### src/rtl/pj_pkg.sv
// Shared types, constants and helpers for the pose projection Jacobian unit.
// No dependencies; every other file in rtl/ imports this package.
package pj_pkg;

	localparam int W = 32;
	localparam int NPREP = 28;
	localparam int NROWOP = 6;
	localparam int NROW = 7;
	localparam int NSLOT = NPREP + NROWOP;
	localparam int SLOTW = $clog2(NSLOT);
	localparam int NSRC = 22;
	localparam int QDEPTH = 2;
	localparam int QPW = $clog2(QDEPTH);
	localparam int QCW = $clog2(QDEPTH + 1);
	localparam int DIV_STEPS = 24;
	localparam int DIV_CW = $clog2(DIV_STEPS + 1);

	localparam logic signed [W-1:0] ONE_Q = 32'sd65536;
	localparam logic signed [W-1:0] DEPTH_A = -32'sd65667;
	localparam logic signed [W-1:0] DEPTH_B = -32'sd13120;

	localparam logic [2:0] LAST_ROW = 3'(NROW - 1);
	localparam logic [2:0] LAST_OP = 3'(NROWOP - 1);
	localparam logic [SLOTW-1:0] SLOT_DEPTH = SLOTW'(4);
	localparam logic [SLOTW-1:0] SLOT_R5 = SLOTW'(NSLOT - 1);

	localparam logic [2:0] CFG_FOCAL_X = 3'd0;
	localparam logic [2:0] CFG_FOCAL_Y = 3'd1;
	localparam logic [2:0] CFG_CENTER_X = 3'd2;
	localparam logic [2:0] CFG_CENTER_Y = 3'd3;
	localparam logic [2:0] CFG_QUAT_X = 3'd4;
	localparam logic [2:0] CFG_QUAT_Y = 3'd5;
	localparam logic [2:0] CFG_QUAT_Z = 3'd6;
	localparam logic [2:0] CFG_QUAT_W = 3'd7;

	typedef enum logic [4:0] {
		SRC_QX, SRC_QY, SRC_QZ, SRC_QW,
		SRC_OX, SRC_OY, SRC_OZ,
		SRC_CAMX, SRC_CAMY, SRC_CAMZ,
		SRC_FX, SRC_FY, SRC_CX, SRC_CY,
		SRC_DEPA, SRC_SUMX, SRC_SUMY, SRC_PX, SRC_PY,
		SRC_DX, SRC_DY, SRC_DZ
	} src_t;

	typedef struct packed {
		src_t a;
		src_t b;
	} opsel_t;

	// Product k of the per-point schedule lands in slot k.
	localparam opsel_t PREP_OPS [NPREP] = '{
		'{SRC_CX, SRC_CAMZ}, '{SRC_FX, SRC_CAMX}, '{SRC_CY, SRC_CAMZ}, '{SRC_FY, SRC_CAMY},
		'{SRC_DEPA, SRC_CAMZ},
		'{SRC_QX, SRC_QX}, '{SRC_QY, SRC_QY}, '{SRC_QZ, SRC_QZ}, '{SRC_QX, SRC_QY},
		'{SRC_QX, SRC_QZ}, '{SRC_QY, SRC_QZ}, '{SRC_QW, SRC_QX}, '{SRC_QW, SRC_QY},
		'{SRC_QW, SRC_QZ},
		'{SRC_QX, SRC_OX}, '{SRC_QX, SRC_OY}, '{SRC_QX, SRC_OZ},
		'{SRC_QY, SRC_OX}, '{SRC_QY, SRC_OY}, '{SRC_QY, SRC_OZ},
		'{SRC_QZ, SRC_OX}, '{SRC_QZ, SRC_OY}, '{SRC_QZ, SRC_OZ},
		'{SRC_QW, SRC_OX}, '{SRC_QW, SRC_OY}, '{SRC_QW, SRC_OZ},
		'{SRC_DEPA, SRC_SUMX}, '{SRC_DEPA, SRC_SUMY}
	};

	localparam opsel_t ROW_OPS [NROWOP] = '{
		'{SRC_CX, SRC_DZ}, '{SRC_FX, SRC_DX}, '{SRC_CY, SRC_DZ},
		'{SRC_FY, SRC_DY}, '{SRC_PX, SRC_DZ}, '{SRC_PY, SRC_DZ}
	};

	typedef struct packed {
		logic signed [W-1:0] fx;
		logic signed [W-1:0] fy;
		logic signed [W-1:0] cx;
		logic signed [W-1:0] cy;
		logic signed [W-1:0] qx;
		logic signed [W-1:0] qy;
		logic signed [W-1:0] qz;
		logic signed [W-1:0] qw;
	} cfg_t;

	typedef struct packed {
		logic signed [W-1:0] nx;
		logic signed [W-1:0] ny;
		logic signed [W-1:0] tx;
		logic signed [W-1:0] ty;
		logic signed [W-1:0] quo;
		logic err;
		logic [2:0] row;
		logic last;
	} row_entry_t;

	function automatic logic signed [W-1:0] sat32(input logic signed [47:0] v);
		if (v > 48'sh0000_7FFF_FFFF)
			return 32'sh7FFF_FFFF;
		else if (v < -48'sh0000_8000_0000)
			return 32'sh8000_0000;
		else
			return v[W-1:0];
	endfunction

	// Round to nearest (ties up) on the drop of 16 fraction bits, then saturate.
	function automatic logic signed [W-1:0] round_q16(input logic signed [63:0] p);
		logic signed [63:0] t;
		t = p + 64'sd32768;
		return sat32(t[63:16]);
	endfunction

endpackage

### src/rtl/pj_queue.sv
// Two-entry queue of Jacobian row jobs between the product front and the divide back.
// Depends on pj_pkg.
module pj_queue
	import pj_pkg::*;
(
	input  logic       clk,
	input  logic       arst_n,
	input  logic       push,
	input  row_entry_t push_data,
	output logic       full,
	output logic       pop_valid,
	input  logic       pop,
	output row_entry_t pop_data
);

	row_entry_t       mem_q [QDEPTH];
	logic [QPW-1:0]   wr_q;
	logic [QPW-1:0]   rd_q;
	logic [QCW-1:0]   cnt_q;

	assign full      = cnt_q == QCW'(QDEPTH);
	assign pop_valid = cnt_q != '0;
	assign pop_data  = mem_q[rd_q];

	always_ff @(posedge clk or negedge arst_n) begin
		if (!arst_n) begin
			wr_q  <= '0;
			rd_q  <= '0;
			cnt_q <= '0;
		end else begin
			if (push)
				wr_q <= (wr_q == QPW'(QDEPTH - 1)) ? '0 : wr_q + 1'b1;
			if (pop)
				rd_q <= (rd_q == QPW'(QDEPTH - 1)) ? '0 : rd_q + 1'b1;
			if (push && !pop)
				cnt_q <= cnt_q + 1'b1;
			else if (pop && !push)
				cnt_q <= cnt_q - 1'b1;
		end
	end

	always_ff @(posedge clk) begin
		if (push)
			mem_q[wr_q] <= push_data;
	end

endmodule

### config.mk
export PLATFORM = sky130hd
export DESIGN_NAME = pj_queue
export DESIGN_NICKNAME = d
export VERILOG_FILES = /design/src/rtl/pj_pkg.sv /design/src/rtl/pj_queue.sv
export SDC_FILE = /design/constraint.sdc
export NUM_CORES = 1
export LEC_CHECK = 0
export ABC_CLOCK_PERIOD_IN_PS = 7600
export BUFFER_PORTS_ARGS = -buffer_cell sky130_fd_sc_hd__buf_2
export CAP_MARGIN = 20
export CORE_MARGIN = 8
export CORE_UTILIZATION = 47
export CTS_BUF_LIST = sky130_fd_sc_hd__clkbuf_8 sky130_fd_sc_hd__clkbuf_16
export DETAILED_ROUTE_END_ITERATION = 10
export GPL_ROUTABILITY_DRIVEN = 0
export PLACE_DENSITY = 0.76
export REMOVE_ABC_BUFFERS = 1
export SYNTH_ARGS = -nofsm -noshare
export SYNTH_HDL_FRONTEND = slang
export SYNTH_SLANG_ARGS = --single-unit
### constraint.sdc
create_clock -name clk -period 7.6 [get_ports clk]
set_input_delay 2.28 -clock clk [delete_from_list [all_inputs] [get_ports clk]]
set_output_delay 2.28 -clock clk [all_outputs]
set_load 0.02 [all_outputs]
After elaboration in Yosys (flattened, before gate mapping) --
Memory sizes are Yosys's and may differ from the RTL's. Index checks and enable logic that the tools add are counted.
Word-level totals: input port bits 169, word-level logic and storage cells 21, RAM bits 330, output and inout port bits 167, memories kept 1, register bits after elaboration 4
Cells by class: reductions and logical operators 6, equality and inequality tests 1, add/subtract/negate cells 4, mux-type cells 6
Memory list:
- mem_q | depth 2, width 165, rd ports 1, clocked after memory_dff 0, write ports 1, RTL line pj_queue.sv:16 | row_entry_t mem_q [QDEPTH];
Operator list (count):
- 1-bit two-way mux | 4
- 2-bit two-way mux | 2
- 2-bit nonzero test | 2
- 1-bit adder (second input constant) | 2
- 2-bit by 1-bit adder with 2-bit output (second input constant) | 1
- 2-bit == test (second input constant) | 1
- 1-bit logical AND | 2
- 1-bit logical NOT | 2
- 2-bit by 1-bit subtractor with 2-bit output (second input constant) | 1

Depth between registers and ports, before layout --
Gate-level depths: netlist of the first run.
depth in word-level cells 4, mapped depth 5, mapped depth without buffers 5

Least setup slack after synthesis of the first run --
OpenSTA, ideal clock, no wires.
path kind input -> register, from input push, to memory mem_q[0][0] (netlist name) (enable), arrival 9409 ps, library setup time 712 ps, setup slack -2520 ps, stages on the path 1, data required time 6888 ps, path buffers 0, cell sequence nor2b_1
On the way: word-level cells in the longest chain between the ends 2
RTL lines:
- start, declared | RTL line pj_queue.sv:8 | input logic push,
- 1-bit two-way mux | RTL line pj_queue.sv:43 | if (push)
- 1-bit two-way mux (not written as such) | RTL line pj_queue.sv:44 | mem_q[wr_q] <= push_data;
- end, declared | RTL line pj_queue.sv:16
Every way passes these cells.

==> run metrics, run 1 <==
critical path type reg -> out; HPWL Detailed roughly 17000 microns; DR WL/cell ~20 microns; routed wire length roughly 24000 microns; Layout Nets 1058; Synth area leader edfxtp_1; post-CTS setup buffers 0; gate count of the mapped netlist 529; share of Yosys cell area claimed by the top area cell type between 80% and 90%; global-route wire length before repair 36500 microns; Worst-Margin Slew between 1 and 1.5 ns; Met2 Routed Length approximately 12000 microns; final hold vios 0; Root Buffer clkbuf_16; met1 wire length between 9000 and 10000 microns; most numerous cell in the Yosys netlist edfxtp_1; critical-path cell list buf_12, mux2_2, buf_2; Post-synth ARST share under 10%; TritonCTS Buffers 34; Buf/Inv on CP 2; Top Metal Used met5; skew final between 0.01 and 0.015 ns; Ports approximately 340; post-placement cell area approximately 14000 sq um; metal3 WL 2270 microns; worst hold path type reg -> reg; power after layout slightly below 6 mW; VDD IR max between 0.0002 and 0.00025 V; H-tree depth 2; worst-path fanout max 91; Rows just under 60; Die Span Y between 150 and 200 microns; Worst Setup SP rd_q; critical path launch point type flop; fin area 15200 sq um; vias in the first global route 6692; WHS about 0.52 ns; number of port buffers approximately 340; Die ar. around 31000 sq um; MaxCap Viol Count 0; gr usage total approximately 15%; RSZ-0062 raised after global routing false; clk_lat worst skew roughly 0.5 ns; top post-synthesis cells by count 330 x edfxtp_1, 165 x mux2_2, 14 x buf_6; post-layout minimum cycle time approximately 5.0 ns; via count just over 6000; # resized after CTS 0; sequential area share after synthesis between 80 and 90%; CTS Buffer Depth 3; Die X 177 microns; area delta synth->final 25.3%; setup violators final 0; CP arrival about 2.7 ns; Worst EP required around 5.3 ns; status finished, final reports clean; Final period util between 60% and 70%; post-route setup slack 2.59 ns; largest net degree at the start of global routing 92; Cell Pwr Density approximately 390 nW/um^2; Leak a little under 6 nW; Slowest-stage cell, CP dfrtp_4; Mapped Avg Cell Area between 20 and 25 sq um; Filler Cells Inserted between 1500 and 2000; CTS Hold Bufs 0; pre-CTS setup slack ~3.1 ns; family with the most delay on the worst path flip-flops; TritonCTS clock tree yes; Rel. slew slack 28.8%; Syn. warnings 0; drt pass-1 iters 4; layout cell share with drive strength beyond 1 60.8%; prevailing post-synth register cell edfxtp_1; Core Area 25700 sq um; via-per-instance ratio between 4 and 5; Post-synth EDFFs 330; post-route ant nets 0; RR Startpoint wr_q; Slew Limit Fails 0; library cells used by synthesis 14; DRC violations left 0; initial core utilization a little under half; Clock Sinks ~330; Syn Std Cell Area approximately 12000 sq um; Worst-path clk slew around 0.060 ns; flops & latches, synth 334; antenna violations before repair 6; global route overflow 0; fmax between 150 and 200 MHz; Setup crit end kind output port; hold_sp cnt_q[1]; Synth area leaders edfxtp_1 82%, mux2_2 15%, buf_6 1.3%; First DRT Iteration DRCs ~340; slowest stage delay, CP 1.05 ns
[routing by layer]
layer | track usage, % | vias up
met4 | 5.57 | 6
met3 | 5.61 | 54
met1 | 17.1 | 2991
met5 | 0 | -
li1 | - | 2847
met2 | 25.5 | 237
[registers in the layout, summed over array words and instances (netlist names)]
name / count
cnt_q: 2
mem_q: 330
rd_q: 1
wr_q: 1
[placed cells by master, fill, tap and decap left out, types with 3 or more instances in the layout]
master,instances
buf_2,335
edfxtp_1,330
mux2_2,165
clkbuf_16,37
inv_1,11
clkinv_1,6
diode_2,5
clkinv_2,5
buf_4,5
xor2_1,4
dfrtp_1,3
[final cells by class]
class                      count  area [sq um]  area share [%]
timing repair buffer         341          1730            11.4
multi-input combinational    176          1950            12.8
antenna                        5          12.5          0.0822
clock inverter                24           153            1.00
clock buffer                  37           926            6.09
tap                          335           419            2.75
inverter                       1          3.75          0.0247
sequential                   334         10000            65.8
[stage by stage]
stage,util [%],std cells,TNS [ns]
final,59.2,1253,0
after CTS,59.2,1248,0
after global routing,59.2,1251,0
after detailed placement,55.0,1187,0
after floorplan,-,511,-415.87
after global placement,55.0,1187,0
[worst register-to-register path, delay by kind of cell (launching register included)]
family        cells  cell delay (ns)
simple gates      1             0.71
flops             1             0.42
buf+inv           1             0.75
[where the power goes]
part / leakage, nW / total (mW) / switching, mW / internal [mW]
sequential: 3.14 / 2.60 / 0.154 / 2.45
combinational: 2.05 / 1.79 / 1.08 / 0.706
clock: 0.567 / 1.57 / 0.630 / 0.940
total: 5.76 / 5.96 / 1.87 / 4.09
[cell families after synthesis]
logic type	Yosys count	share of synthesized area (%)
adders and majority gates	1	0.103
DFF	334	82.5
muxes	165	15.3
xor gates and xnor gates	5	0.361
buffers and inverters	19	1.54
and+or+nand+nor	5	0.237
[worst paths after layout]
path / slack (ns) / cells past startpoint / end
worst max-delay path: 2.59 / 3 / pop_data[137]
worst min-delay path: 0.52 / 1 / cnt_q[1]
worst max register to register: 5.29 / 2 / mem_q[1][160]
worst min register to register: 0.52 / 1 / cnt_q[1]
max in group asynchronous: 5.85 / 1 / rd_q
min in group asynchronous: 1.60 / 1 / cnt_q[0]
(Power assumes the default switching activity.)
==> run 2: changes to the inputs <==
--- a/config.mk
+++ b/config.mk
@@ -5,15 +5,15 @@
 export SDC_FILE = /design/constraint.sdc
 export NUM_CORES = 1
 export LEC_CHECK = 0
-export ABC_CLOCK_PERIOD_IN_PS = 7600
+export ABC_CLOCK_PERIOD_IN_PS = 5000
 export BUFFER_PORTS_ARGS = -buffer_cell sky130_fd_sc_hd__buf_2
 export CAP_MARGIN = 20
 export CORE_MARGIN = 8
-export CORE_UTILIZATION = 47
+export CORE_UTILIZATION = 52
 export CTS_BUF_LIST = sky130_fd_sc_hd__clkbuf_8 sky130_fd_sc_hd__clkbuf_16
 export DETAILED_ROUTE_END_ITERATION = 10
 export GPL_ROUTABILITY_DRIVEN = 0
-export PLACE_DENSITY = 0.76
+export PLACE_DENSITY = 0.79
 export REMOVE_ABC_BUFFERS = 1
 export SYNTH_ARGS = -nofsm -noshare
 export SYNTH_HDL_FRONTEND = slang
==> constraint.sdc (replaced) <==
create_clock -name clk -period 5 [get_ports clk]
set_input_delay 1.5 -clock clk [delete_from_list [all_inputs] [get_ports clk]]
set_output_delay 1.5 -clock clk [all_outputs]
set_load 0.02 [all_outputs]
==> run 2 against run 1 <==
  * Count of clock-buffer cells in the layout is 2 higher
  * Final cell count is 1.4% lower
  * First-iteration DRC count is 22% higher
  * Sequential share of layout area is 0.33 points lower
  * Largest power group unchanged
  * Highest routed layer unchanged
==> run metrics, run 2 (synthesis results as in run 1) <==
status finished, final reports clean (unchanged); MaxCap Viol Count 0 (unchanged); gr usage total 16.8% (was 15.0%); Final period util roughly 77%; Clock Sinks 334 (unchanged); global route overflow 0 (unchanged); number of port buffers 335 (unchanged); TritonCTS Buffers 34 (unchanged); Worst Setup SP rd_q (unchanged); Worst R2R Path Depth 2 (unchanged); HPWL Detailed 17100 microns (was 16800 microns); most common cell after layout, fill and taps aside buf_2 (unchanged); layout cell share with drive strength beyond 1 61.3% (was 60.8%); Rel. slew slack 34.2% (was 28.8%); vias in the first global route 6786 (was 6692); CTS Buffer Depth 3 (unchanged); critical path launch point type flop (unchanged); Cell Pwr Density 603 nW/um^2 (was 392 nW/um^2); Die X 169 microns (was 177 microns); TritonCTS clock tree yes (unchanged); drt pass-1 iters 4 (unchanged); pre-CTS setup slack 1.63 ns (was 3.09 ns); DRC violations left 0 (unchanged); largest net degree at the start of global routing 72 (was 92); Core Area 23200 sq um (was 25700 sq um); largest registers mem_q (330), cnt_q (2) (unchanged); CP arrival 2.37 ns (was 2.73 ns); post-route setup slack 1.13 ns (was 2.59 ns); Slew Limit Fails 0 (unchanged); Layout Nets 1061 (was 1058); antenna violations before repair 7 (was 6); Worst-path clk slew 0.06 ns (about the same); reg2reg end mem_q[1][27] (was mem_q[1][160]); Worst-Margin Slew 0.986 ns (was 1.07 ns); fmax 258 MHz; worst hold path type reg -> reg (unchanged); post-placement cell area 14200 sq um (was 14100 sq um); worst-path fanout max 53 (was 91); Non-Filler Instances 1235 (was 1253); Placed Cells 1174 (was 1187); Ports 336 (unchanged); routed wire length 25100 microns (was 24400 microns); global-route wire length before repair 37000 microns (was 36500 microns); Root Buffer clkbuf_16 (unchanged); critical path type reg -> out (unchanged); post-CTS setup buffers 0 (unchanged); DR WL/cell 20.3 microns (was 19.5 microns); RSZ-0062 raised after global routing false (unchanged); Die Span Y 169 microns (was 177 microns); most frequent cells in the layout 335 x buf_2, 330 x edfxtp_1, 165 x mux2_2 (unchanged); skew final 0.0155 ns (was 0.0114 ns); final hold vios 0 (unchanged); Worst EP required 3.50 ns (was 5.32 ns); VDD IR max 0.000453 V (was 0.000239 V); via count 6255 (was 6135); setup violators final 0 (unchanged); H-tree depth 2 (unchanged); clk_lat worst skew 0.49 ns (about the same); fin area 15300 sq um (was 15200 sq um); post-layout minimum cycle time between 3 and 4 ns; RR Startpoint wr_q (unchanged); Die ar. 28500 sq um (was 31200 sq um); initial core utilization 52.3% (was 47.3%); Setup crit end kind output port (unchanged); via-per-instance ratio 5.06 (was 4.90); post-route ant nets 0 (unchanged); Rows 56 (was 59); Top reg by flops mem_q (unchanged); First DRT Iteration DRCs 414 (was 338); max reg flops 330 (unchanged); # resized after CTS 0 (unchanged); Reg2Reg Setup Slack 3.00 ns (was 5.29 ns); area delta synth->final 26.0% (was 25.3%); Leak 5.80 nW (was 5.76 nW); CTS Hold Bufs 0 (unchanged); end point of the critical path pop_data[20] (was pop_data[137])
[run 2: worst min-delay path by stage]
stage	startpoint	to	depth (start not counted)
2_1_floorplan	cnt_q[1]	cnt_q[1]	1
3_3_place_gp	cnt_q[1]	cnt_q[1]	1
3_5_place_dp	cnt_q[1]	cnt_q[1]	1
4_1_cts	cnt_q[1]	cnt_q[1]	1
5_1_grt	cnt_q[1]	cnt_q[1]	1
6_report	cnt_q[1]	cnt_q[1]	1
[run 2: stage by stage]
stage               utilization (%)  total power, mW  TNS (ns)  hold WS [ns]
floorplan                         -             5.99   -985.95         0.447
global placement               61.1             6.77         0         0.468
detailed placement             61.1             6.82         0         0.467
CTS                            65.9             9.33         0         0.502
global route                   65.9             9.59         0         0.509
finish                         65.9             9.21         0         0.500
[run 2: critical path: stages (launching register included)]
cell	delay, ns
dfrtp_4	0.92
buf_12	0.35
mux2_2	0.39
buf_2	0.16
[run 2: final cells by class]
| cell class | instances | area, sq um |
|---|---|---|
| Clock buffer | 39 | 953 |
| Inverter | 1 | 3.75 |
| Antenna cell | 2 | 5.00 |
| Sequential cell | 334 | 10000 |
| Clock inverter | 20 | 170 |
| Tap cell | 319 | 399 |
| Fill cell | 1576 | 7900 |
| Multi-Input combinational cell | 176 | 1950 |
| Timing Repair Buffer | 344 | 1790 |
[run 2: metal layers]
layer / wire (microns) / share of wire, % / vias up / GRT usage (%)
li1: - / - / 2848 / -
met1: 9130 / 36 / 3058 / 18.1
met2: 12600 / 50 / 277 / 29.4
met3: 2510 / 10 / 62 / 6.73
met4: 777 / 3.1 / 10 / 6.52
met5: 58 / 0.23 / - / 0
[run 2: power breakdown]
| part | internal (mW) | switching, mW | total, mW | leakage, nW |
|---|---|---|---|---|
| clock | 1.51 | 0.970 | 2.48 | 0.578 |
| combinational | 1.11 | 1.70 | 2.81 | 2.08 |
| sequential | 3.72 | 0.204 | 3.92 | 3.14 |
| total | 6.34 | 2.88 | 9.21 | 5.80 |
