## src/rtl/pj_pkg.sv

```systemverilog
// Shared types, constants and helpers for the pose projection Jacobian unit.
// No dependencies; every other file in rtl/ imports this package.
package pj_pkg;

	localparam int W = 32;
	localparam int NPREP = 28;
	localparam int NROWOP = 6;
	localparam int NROW = 7;
	localparam int NSLOT = NPREP + NROWOP;
	localparam int SLOTW = $clog2(NSLOT);
	localparam int NSRC = 22;
	localparam int QDEPTH = 2;
	localparam int QPW = $clog2(QDEPTH);
	localparam int QCW = $clog2(QDEPTH + 1);
	localparam int DIV_STEPS = 24;
	localparam int DIV_CW = $clog2(DIV_STEPS + 1);

	localparam logic signed [W-1:0] ONE_Q = 32'sd65536;
	localparam logic signed [W-1:0] DEPTH_A = -32'sd65667;
	localparam logic signed [W-1:0] DEPTH_B = -32'sd13120;

	localparam logic [2:0] LAST_ROW = 3'(NROW - 1);
	localparam logic [2:0] LAST_OP = 3'(NROWOP - 1);
	localparam logic [SLOTW-1:0] SLOT_DEPTH = SLOTW'(4);
	localparam logic [SLOTW-1:0] SLOT_R5 = SLOTW'(NSLOT - 1);

	localparam logic [2:0] CFG_FOCAL_X = 3'd0;
	localparam logic [2:0] CFG_FOCAL_Y = 3'd1;
	localparam logic [2:0] CFG_CENTER_X = 3'd2;
	localparam logic [2:0] CFG_CENTER_Y = 3'd3;
	localparam logic [2:0] CFG_QUAT_X = 3'd4;
	localparam logic [2:0] CFG_QUAT_Y = 3'd5;
	localparam logic [2:0] CFG_QUAT_Z = 3'd6;
	localparam logic [2:0] CFG_QUAT_W = 3'd7;

	typedef enum logic [4:0] {
		SRC_QX, SRC_QY, SRC_QZ, SRC_QW,
		SRC_OX, SRC_OY, SRC_OZ,
		SRC_CAMX, SRC_CAMY, SRC_CAMZ,
		SRC_FX, SRC_FY, SRC_CX, SRC_CY,
		SRC_DEPA, SRC_SUMX, SRC_SUMY, SRC_PX, SRC_PY,
		SRC_DX, SRC_DY, SRC_DZ
	} src_t;

	typedef struct packed {
		src_t a;
		src_t b;
	} opsel_t;

	// Product k of the per-point schedule lands in slot k.
	localparam opsel_t PREP_OPS [NPREP] = '{
		'{SRC_CX, SRC_CAMZ}, '{SRC_FX, SRC_CAMX}, '{SRC_CY, SRC_CAMZ}, '{SRC_FY, SRC_CAMY},
		'{SRC_DEPA, SRC_CAMZ},
		'{SRC_QX, SRC_QX}, '{SRC_QY, SRC_QY}, '{SRC_QZ, SRC_QZ}, '{SRC_QX, SRC_QY},
		'{SRC_QX, SRC_QZ}, '{SRC_QY, SRC_QZ}, '{SRC_QW, SRC_QX}, '{SRC_QW, SRC_QY},
		'{SRC_QW, SRC_QZ},
		'{SRC_QX, SRC_OX}, '{SRC_QX, SRC_OY}, '{SRC_QX, SRC_OZ},
		'{SRC_QY, SRC_OX}, '{SRC_QY, SRC_OY}, '{SRC_QY, SRC_OZ},
		'{SRC_QZ, SRC_OX}, '{SRC_QZ, SRC_OY}, '{SRC_QZ, SRC_OZ},
		'{SRC_QW, SRC_OX}, '{SRC_QW, SRC_OY}, '{SRC_QW, SRC_OZ},
		'{SRC_DEPA, SRC_SUMX}, '{SRC_DEPA, SRC_SUMY}
	};

	localparam opsel_t ROW_OPS [NROWOP] = '{
		'{SRC_CX, SRC_DZ}, '{SRC_FX, SRC_DX}, '{SRC_CY, SRC_DZ},
		'{SRC_FY, SRC_DY}, '{SRC_PX, SRC_DZ}, '{SRC_PY, SRC_DZ}
	};

	typedef struct packed {
		logic signed [W-1:0] fx;
		logic signed [W-1:0] fy;
		logic signed [W-1:0] cx;
		logic signed [W-1:0] cy;
		logic signed [W-1:0] qx;
		logic signed [W-1:0] qy;
		logic signed [W-1:0] qz;
		logic signed [W-1:0] qw;
	} cfg_t;

	typedef struct packed {
		logic signed [W-1:0] nx;
		logic signed [W-1:0] ny;
		logic signed [W-1:0] tx;
		logic signed [W-1:0] ty;
		logic signed [W-1:0] quo;
		logic err;
		logic [2:0] row;
		logic last;
	} row_entry_t;

	function automatic logic signed [W-1:0] sat32(input logic signed [47:0] v);
		if (v > 48'sh0000_7FFF_FFFF)
			return 32'sh7FFF_FFFF;
		else if (v < -48'sh0000_8000_0000)
			return 32'sh8000_0000;
		else
			return v[W-1:0];
	endfunction

	// Round to nearest (ties up) on the drop of 16 fraction bits, then saturate.
	function automatic logic signed [W-1:0] round_q16(input logic signed [63:0] p);
		logic signed [63:0] t;
		t = p + 64'sd32768;
		return sat32(t[63:16]);
	endfunction

endpackage

```

## src/rtl/pj_div.sv

```systemverilog
// Iterative Q16.16 divider, two quotient bits per cycle, round to nearest.
// Depends on pj_pkg.
module pj_div
	import pj_pkg::*;
(
	input  logic                clk,
	input  logic                arst_n,
	input  logic                start,
	input  logic signed [W-1:0] num,
	input  logic signed [W-1:0] den,
	output logic                done,
	output logic signed [W-1:0] quo
);

	logic              busy_q;
	logic              done_q;
	logic [DIV_CW-1:0] cnt_q;
	logic              neg_q;
	logic [W-1:0]      den_q;
	logic [W-1:0]      rem_q;
	logic [47:0]       dvd_q;
	logic [47:0]       quot_q;

	logic [W-1:0] abs_n;
	logic [W-1:0] abs_d;
	logic [W:0]   t1;
	logic [W:0]   t2;
	logic         b1;
	logic         b2;
	logic [W-1:0] r1;
	logic [W-1:0] r2;

	assign abs_n = num[W-1] ? W'(-num) : W'(num);
	assign abs_d = den[W-1] ? W'(-den) : W'(den);

	always_comb begin
		t1 = {rem_q, dvd_q[47]};
		b1 = t1 >= {1'b0, den_q};
		r1 = b1 ? W'(t1 - {1'b0, den_q}) : t1[W-1:0];
		t2 = {r1, dvd_q[46]};
		b2 = t2 >= {1'b0, den_q};
		r2 = b2 ? W'(t2 - {1'b0, den_q}) : t2[W-1:0];
	end

	always_ff @(posedge clk or negedge arst_n) begin
		if (!arst_n) begin
			busy_q <= 1'b0;
			done_q <= 1'b0;
			cnt_q  <= '0;
		end else begin
			done_q <= 1'b0;
			if (start) begin
				busy_q <= 1'b1;
				cnt_q  <= DIV_CW'(DIV_STEPS);
			end else if (busy_q) begin
				cnt_q <= cnt_q - 1'b1;
				if (cnt_q == DIV_CW'(1)) begin
					busy_q <= 1'b0;
					done_q <= 1'b1;
				end
			end
		end
	end

	always_ff @(posedge clk) begin
		if (start) begin
			neg_q  <= num[W-1] ^ den[W-1];
			den_q  <= abs_d;
			rem_q  <= '0;
			dvd_q  <= {abs_n, 16'b0} + 48'(abs_d >> 1);
			quot_q <= '0;
		end else if (busy_q) begin
			rem_q  <= r2;
			dvd_q  <= {dvd_q[45:0], 2'b00};
			quot_q <= {quot_q[45:0], b1, b2};
		end
	end

	assign done = done_q;

	always_comb begin
		if (neg_q)
			quo = (|quot_q[47:31]) ? 32'sh8000_0000 : W'(-quot_q[W-1:0]);
		else
			quo = (|quot_q[47:31]) ? 32'sh7FFF_FFFF : quot_q[W-1:0];
	end

endmodule

```

## src/rtl/pj_back.sv

```systemverilog
// Back end: per row job, three chained divides on x and y lanes, saturated difference,
// and the output register; zero divisors skip the divides. Depends on pj_pkg, pj_div.
module pj_back
	import pj_pkg::*;
(
	input  logic                clk,
	input  logic                arst_n,
	input  logic                pop_valid,
	output logic                pop,
	input  row_entry_t          pop_data,
	output logic                out_valid,
	input  logic                out_stall,
	output logic [2:0]          row_index,
	output logic signed [W-1:0] deriv_image_x,
	output logic signed [W-1:0] deriv_image_y,
	output logic                divide_error,
	output logic                last_row
);

	localparam logic [2:0] ST_IDLE = 3'd0;
	localparam logic [2:0] ST_DIV1 = 3'd1;
	localparam logic [2:0] ST_DIV2 = 3'd2;
	localparam logic [2:0] ST_DIV3 = 3'd3;
	localparam logic [2:0] ST_HOLD = 3'd4;

	logic [2:0]          state_q;
	row_entry_t          ent_q;
	logic signed [W-1:0] d1x_q, d1y_q;
	logic signed [W-1:0] resx_q, resy_q;

	logic                out_vld_q;
	logic [2:0]          orow_q;
	logic signed [W-1:0] ox_q, oy_q;
	logic                oerr_q;
	logic                olast_q;

	logic                div_start;
	logic signed [W-1:0] div_nx, div_ny, div_d;
	logic                done_x, done_y;
	logic signed [W-1:0] qx, qy;
	logic                load_out;

	pj_div u_div_x (
		.clk   (clk),
		.arst_n(arst_n),
		.start (div_start),
		.num   (div_nx),
		.den   (div_d),
		.done  (done_x),
		.quo   (qx)
	);

	pj_div u_div_y (
		.clk   (clk),
		.arst_n(arst_n),
		.start (div_start),
		.num   (div_ny),
		.den   (div_d),
		.done  (done_y),
		.quo   (qy)
	);

	assign pop      = (state_q == ST_IDLE) && pop_valid;
	assign load_out = (state_q == ST_HOLD) && (!out_vld_q || !out_stall);

	always_comb begin
		div_start = 1'b0;
		div_nx    = pop_data.nx;
		div_ny    = pop_data.ny;
		div_d     = ent_q.quo;
		case (state_q)
			ST_IDLE: begin
				div_start = pop_valid && !pop_data.err;
				div_d     = pop_data.quo;
			end
			ST_DIV1: begin
				div_start = done_x;
				div_nx    = ent_q.tx;
				div_ny    = ent_q.ty;
			end
			ST_DIV2: begin
				div_start = done_x;
				div_nx    = qx;
				div_ny    = qy;
			end
			default: begin
				div_start = 1'b0;
			end
		endcase
	end

	always_ff @(posedge clk or negedge arst_n) begin
		if (!arst_n) begin
			state_q   <= ST_IDLE;
			out_vld_q <= 1'b0;
		end else begin
			case (state_q)
				ST_IDLE: begin
					if (pop_valid)
						state_q <= pop_data.err ? ST_HOLD : ST_DIV1;
				end
				ST_DIV1: begin
					if (done_x)
						state_q <= ST_DIV2;
				end
				ST_DIV2: begin
					if (done_x)
						state_q <= ST_DIV3;
				end
				ST_DIV3: begin
					if (done_x && done_y)
						state_q <= ST_HOLD;
				end
				ST_HOLD: begin
					if (load_out)
						state_q <= ST_IDLE;
				end
				default: state_q <= ST_IDLE;
			endcase

			if (load_out)
				out_vld_q <= 1'b1;
			else if (!out_stall)
				out_vld_q <= 1'b0;
		end
	end

	always_ff @(posedge clk) begin
		if (pop) begin
			ent_q  <= pop_data;
			resx_q <= '0;
			resy_q <= '0;
		end
		if (state_q == ST_DIV1 && done_x) begin
			d1x_q <= qx;
			d1y_q <= qy;
		end
		if (state_q == ST_DIV3 && done_x) begin
			resx_q <= sat32(48'(d1x_q) - 48'(qx));
			resy_q <= sat32(48'(d1y_q) - 48'(qy));
		end
		if (load_out) begin
			orow_q  <= ent_q.row;
			ox_q    <= resx_q;
			oy_q    <= resy_q;
			oerr_q  <= ent_q.err;
			olast_q <= ent_q.last;
		end
	end

	assign out_valid     = out_vld_q;
	assign row_index     = orow_q;
	assign deriv_image_x = ox_q;
	assign deriv_image_y = oy_q;
	assign divide_error  = oerr_q;
	assign last_row      = olast_q;

endmodule
```

## config.mk

```make
export PLATFORM = sky130hd
export DESIGN_NAME = pj_back
export DESIGN_NICKNAME = d
export VERILOG_FILES = /design/src/rtl/pj_pkg.sv /design/src/rtl/pj_div.sv /design/src/rtl/pj_back.sv
export SDC_FILE = /design/constraint.sdc
export NUM_CORES = 2
export LEC_CHECK = 0
export ABC_AREA = 1
export BUFFER_PORTS_ARGS = -buffer_cell sky130_fd_sc_hd__buf_2
export CAP_MARGIN = 20
export CORE_UTILIZATION = 51
export CTS_CLUSTER_DIAMETER = 120
export DETAILED_ROUTE_END_ITERATION = 7
export PLACE_DENSITY_LB_ADDON = 0.1
export SLEW_MARGIN = 20
export SYNTH_ARGS = -nofsm -noshare
export SYNTH_HDL_FRONTEND = slang
export SYNTH_SLANG_ARGS = --single-unit
```

## constraint.sdc

```tcl
create_clock -name clk -period 18.7 [get_ports clk]
set_input_delay 4.675 -clock clk [delete_from_list [all_inputs] [get_ports clk]]
set_output_delay 4.675 -clock clk [all_outputs]
set_load 0.1 [all_outputs]
```

# [Word level (Yosys, flattened, before mapping)]
# Index checks and enable logic that the tools add are counted.
[classes] n_addsub=15 order_cmp=8 eq_ne=12 n_mux=53 bitwise=2 n_reduce_logical=18
[op_table] op="$mux 32" n=21
[op_table] op="$mux 48" n=4
[op_table] op="$neg 32->32" n=5
[op_table] op="$ge 33x32->1" n=4
[op_table] op="$pmux 32 s2" n=2
[op_table] op="$sub 32x32->32" n=4
[op_table] op="$add 48x31->48" n=2
[op_table] op="$gt 33x32->1 const B" n=2
[op_table] op="$lt 33x32->1 const B" n=2
[op_table] op="$sub 32x32->33" n=2
[op_table] op="$reduce_or 17->1" n=2
[op_table] op="$mux 5" n=4
[op_table] op="$mux 3" n=6
[op_table] op="$pmux 3 s5" n=1
[op_table] op="$mux 1" n=14
[op_table] op="$eq 5x1->1 const B" n=2
[op_table] op="$sub 5x1->5 const B" n=2
[op_table] op="$eq 3x2->1 const B" n=2
[op_table] op="$logic_and 1x1->1" n=6
[op_table] op="$ne 2x1->1 const B" n=3
[op_table] op="$ne 2x2->1 const B" n=3
[op_table] op="$reduce_bool 2->1" n=3
[op_table] op="$reduce_and 5->1" n=1
[op_table] op="$eq 3x1->1 const B" n=1
[op_table] op="other kinds (7)" n=10
[word_totals] reg_bits=606 inputBits=169 output_inout_bits=71 elab_cells=140

# [Longest topological paths before layout]
[logic_depth] depth_word=8 ltp_mapped=38 depth_no_buf=37

# [Hierarchy]
# A second synthesis with hierarchy kept.
[unflattened] hier_cells=6115 hier_area_um2=45122.0
[by_module_without_submodules] mod="pj_back" n_inst=1 cells_each=1722 area_each_um2=15926.5 seq_area_each_um2=9048.7
[by_module_without_submodules] mod="pj_div (u_div_y)" n_inst=1 cells_each=2203 area_each_um2=14631.5 seq_area_each_um2=4209.0
[by_module_without_submodules] mod="pj_div (u_div_x)" n_inst=1 cells_each=2190 area_each_um2=14564.0 seq_area_each_um2=4209.0

# [Worst setup path after synthesis]
# OpenSTA, ideal clock, no wires.
[synth_path] path_kind="input-to-output" startpoint="input port pop_valid" endpoint="output port pop" arrival_ns=10.121 required_time_ns=14.025 setup_slack_ns=3.904 cell_stages=2 n_path_buf=0 cell_sequence="inv_1 nor2_1"
[synth_via] elab_chain_cells=1
[synth_lines] item="start, declared" line="pj_back.sv:8" source="input logic pop_valid,"
[synth_lines] item="$logic_and 1x1->1" line="pj_back.sv:63" source="assign pop = (state_q == ST_IDLE) && pop_valid;"
[synth_lines] item="end, declared" line="pj_back.sv:9" source="output logic pop,"
# Every way passes these cells.

# [Final worst setup path]
# Same ends and word-level chain as after synthesis.

==> summary.md <==
| Metric | Value |
|---|---|
| Total power | 0.00565 W |
| Worst Hold Class | register to register |
| Arrival time worst endpoint | approximately 5.5 ns |
| Clock-pin slew on the worst setup and hold paths | roughly 0.05 ns |
| Clk network pwr share | between 20% and 30% |
| DRT antenna net count | 0 |
| Rel. slew slack | approximately 29% |
| Worst-Skew Late Latency | approximately 0.63 ns |
| Initial DRC count | 2781 |
| Core Area | ~0.079 mm^2 |
| Net Count, Synth | around 5700 |
| CTS tree | done |
| Switching power total | between 0.002 and 0.0025 W |
| Synth cell types | 68 |
| Top_reg_cell synth | edfxtp_1 |
| Die width | about 290 um |
| Post-DR wirelength/cell | 18.4 um |
| Final Max Slew Viols | 0 |
| Clock buffer depth | 3 |
| Status | completed |
| Site row count | slightly above 100 |
| Mux contribution to synthesized area | 0.365% |
| Ports | between 200 and 250 |
| Max_cap viols | 0 |
| Hold_ws | approximately 0.41 ns |
| Sequential-to-total area share from yosys stat | around two fifths |
| Overall global routing resource usage | a little under 30% |
| Die area | ~0.082 mm^2 |
| Worst path required time | between 10 and 15 ns |
| Synthesized instance count | 5331 |
| Largest net degree at the start of global routing | just over 90 |
| Ys async rst share | about 3.0% |
| Residual DRC count | 0 |
| Internal | 0.00332 W |
| Synth Area in Compound Gates | approximately an eighth |
| Final cycle utilization of the critical path | approximately 54% |
| Starting density of the core | between 50% and 60% |
| Router iterations before antenna repair | 6 |
| Flop-to-flop setup slack | 11.43 ns |
| Vias in the first global route | roughly 35000 |
| Post-synthesis simple-gate area fraction | around a quarter |
| Critical path class | input port to output port |
| Sequential share of power | approximately 29% |
| Final WL | roughly 120 mm |
| Crit-path max FO | 2 |
| Combinational share of power | 45.2% |
| Gr ovfl total | 0 |
| RSZ-0062 raised after global routing | no |
| Clock root buffer master | clkbuf_16 |
| Avg Synthesized Cell Area | between 7 and 8 um^2 |
| Storage cell area | 0.0165 mm^2 |
| Port bufs | 239 |
| Post-synthesis adder-cell area fraction | around 7.4% |
| Area grow syn2layout | 11.2% |
| Final Hold Viols | 0 |
| # clock sinks | 606 |
| Largest family of logic cells by synthesized area | simple AND/OR/NAND/NOR gates |
| F_max | just under 100 MHz |
| PwrDens | approximately 120 mW/mm^2 |
| Vias post-DR | around 37000 |
| Hold_buf cts | 0 |
| Post-layout nets | 5936 |
| Post-detail-place hpwl | about 93 mm |
| Setup_tns | 0 ns |
| Post-synth EDFFs | 428 |
| Final Critical Period | 10.15 ns |
| Number of H-tree levels | 3 |
| Peak supply drop | just over 0.07 mV |
| Clk_skew | about 0.03 ns |
| PostCTS Resize Cnt | 0 |
| Worst Max-Slew Pin Slew | approximately 1.1 ns |
| Vias per cell | ~5.5 |
| Setup bufs post-CTS | 0 |
| Number of synthesized register bits | 606 |
| Layout cell share with drive strength beyond 1 | between 9 and 10% |
| Multi-input gate area | 0.0214 mm^2 |
| Fillcell total | between 7000 and 8000 |
| Crit start category | input port |
| Die height | 286 um |
| Setup violators final | 0 |
| CP Capture Type | output port |
| Final core occ | 57.5% |
| Gpl congestion | around 0.95 |
| Cell area after synthesis | about 0.041 mm^2 |
| Sw Share | about two fifths |
| First-pass GRT wire length | between 150 and 200 mm |
| Synth Area in XOR/XNOR | 5.41% |
| Warnings from Yosys | 0 |
| TritonCTS buffer count | slightly above 70 |
| Leak | 20.7 nW |
| Initial antenna violation count | 2 |
==> worst paths after layout <==
check	startpoint	end	cells after the start
max	pop_valid	pop	4
min	resy_q[8]	deriv_image_y[8]	0
max reg2reg	u_div_x.den_q[1]	u_div_x.rem_q[6]	32
min reg2reg	resy_q[8]	deriv_image_y[8]	0
max in group asynchronous	arst_n	u_div_x.busy_q	1
min in group asynchronous	arst_n	u_div_x.done	1
==> logic make-up after synthesis <==
logic type,Yosys count
flops,606
mux,15
simple gates,2466
compound gates,933
fa+ha+maj,239
buf+inv,818
xor+xnor,254
==> area by class of cell <==
class | instances | share of cell area, %
clock inverter | 40 | 1.02
clock buffer | 94 | 4.38
inverter | 662 | 5.45
tap | 1050 | 2.88
timing repair buffer | 279 | 3.30
multi-input combinational | 3907 | 46.8
antenna | 2 | 0.0110
sequential | 606 | 36.1
==> routing by layer <==
layer	track usage, %	vias up	part of all wire [%]
li1	-	18300	-
met1	40.4	17100	45
met2	48.0	1042	46
met3	3.88	188	5.6
met4	9.76	0	3.1
met5	0	-	0
==> Yosys cell counts (all sizes together) (4+ instances only) <==
master / count / share of area [%]
a211oi: 6 / 0.11
a21boi: 20 / 0.37
a21o: 14 / 0.26
a21oi: 298 / 3.6
a22oi: 52 / 1.1
a31oi: 19 / 0.29
and2: 5 / 0.079
buf: 67 / 1.0
clkbuf: 89 / 0.81
clkinv: 5 / 0.046
dfrtp: 18 / 1.1
dfxtp: 160 / 7.8
edfxtp: 428 / 31
fa: 8 / 0.39
ha: 231 / 7.0
inv: 657 / 6.0
mux2i: 15 / 0.37
nand2: 1306 / 12
nand3: 429 / 5.3
nand3b: 17 / 0.31
nand4: 74 / 1.1
nor2: 540 / 5.3
nor3: 37 / 0.55
nor4: 16 / 0.24
o2111ai: 4 / 0.085
o211ai: 14 / 0.26
o21a: 22 / 0.40
o21ai: 357 / 4.4
o21bai: 10 / 0.18
o221a: 4 / 0.11
o221ai: 6 / 0.13
o22ai: 93 / 1.4
o31ai: 4 / 0.073
or2: 36 / 0.55
xnor2: 103 / 2.2
xor2: 151 / 3.2
==> sequential cells by signal (all words and copies together) (netlist names), 48 cells and up <==
| signal | cells |
|---|---|
| u_div_x.dvd_q | 48 |
| u_div_y.quot_q | 48 |
| u_div_y.dvd_q | 48 |
| u_div_x.quot_q | 48 |
| ent_q | 101 |
==> worst max-delay path, cell delays in order <==
cell    delay, ns
buf_2        0.09
inv_1        0.10
nor2_4       0.12
buf_2        0.47
==> power groups by stage <==
stage | logic [W] | registers [W] | clock network, W
after floorplan | 0.00194 | 0.00162 | 0
after global placement | 0.00250 | 0.00165 | 0
after detailed placement | 0.00250 | 0.00165 | 0
after CTS | 0.00252 | 0.00162 | 0.00149
after global routing | 0.00288 | 0.00164 | 0.00154
final | 0.00255 | 0.00162 | 0.00147
==> layout by cell type, fill, tap and decap left out, types with 12 or more instances in the layout <==
cell type | synthesis | routed
clkbuf_1 | 89 | 15
o21a_1 | 22 | 22
dfrtp_1 | 18 | 18
o21ai_1 | 12 | 15
nand3_1 | 423 | 423
edfxtp_1 | 428 | 428
or2_2 | 33 | 33
clkbuf_16 | 0 | 76
a21oi_1 | 298 | 298
dfxtp_1 | 160 | 160
nand3b_1 | 17 | 17
nand2_1 | 1291 | 1289
nand4_1 | 74 | 74
nor2_2 | 32 | 33
o211ai_1 | 14 | 14
mux2i_1 | 15 | 15
a21o_1 | 14 | 14
inv_2 | 12 | 12
a21boi_0 | 15 | 15
o21ai_0 | 334 | 330
a22oi_1 | 42 | 42
xor2_1 | 151 | 151
o22ai_1 | 93 | 93
buf_4 | 12 | 38
nor3_1 | 31 | 31
a31oi_1 | 19 | 19
buf_2 | 33 | 239
inv_1 | 644 | 643
ha_1 | 231 | 231
nor2_1 | 501 | 497
nor4_1 | 16 | 16
xnor2_1 | 103 | 103
nand2_2 | 12 | 12
==> per-stage QoR <==
step,setup slack (ns),std cells,area [um^2]
after floorplan,3.90,5331,41100
after global placement,8.56,6503,43200
after detailed placement,8.51,6503,43200
after CTS,8.53,6637,45600
after global routing,8.53,6640,45700
final,8.55,6640,45700
No activity file was read; power rests on OpenSTA's default activity.
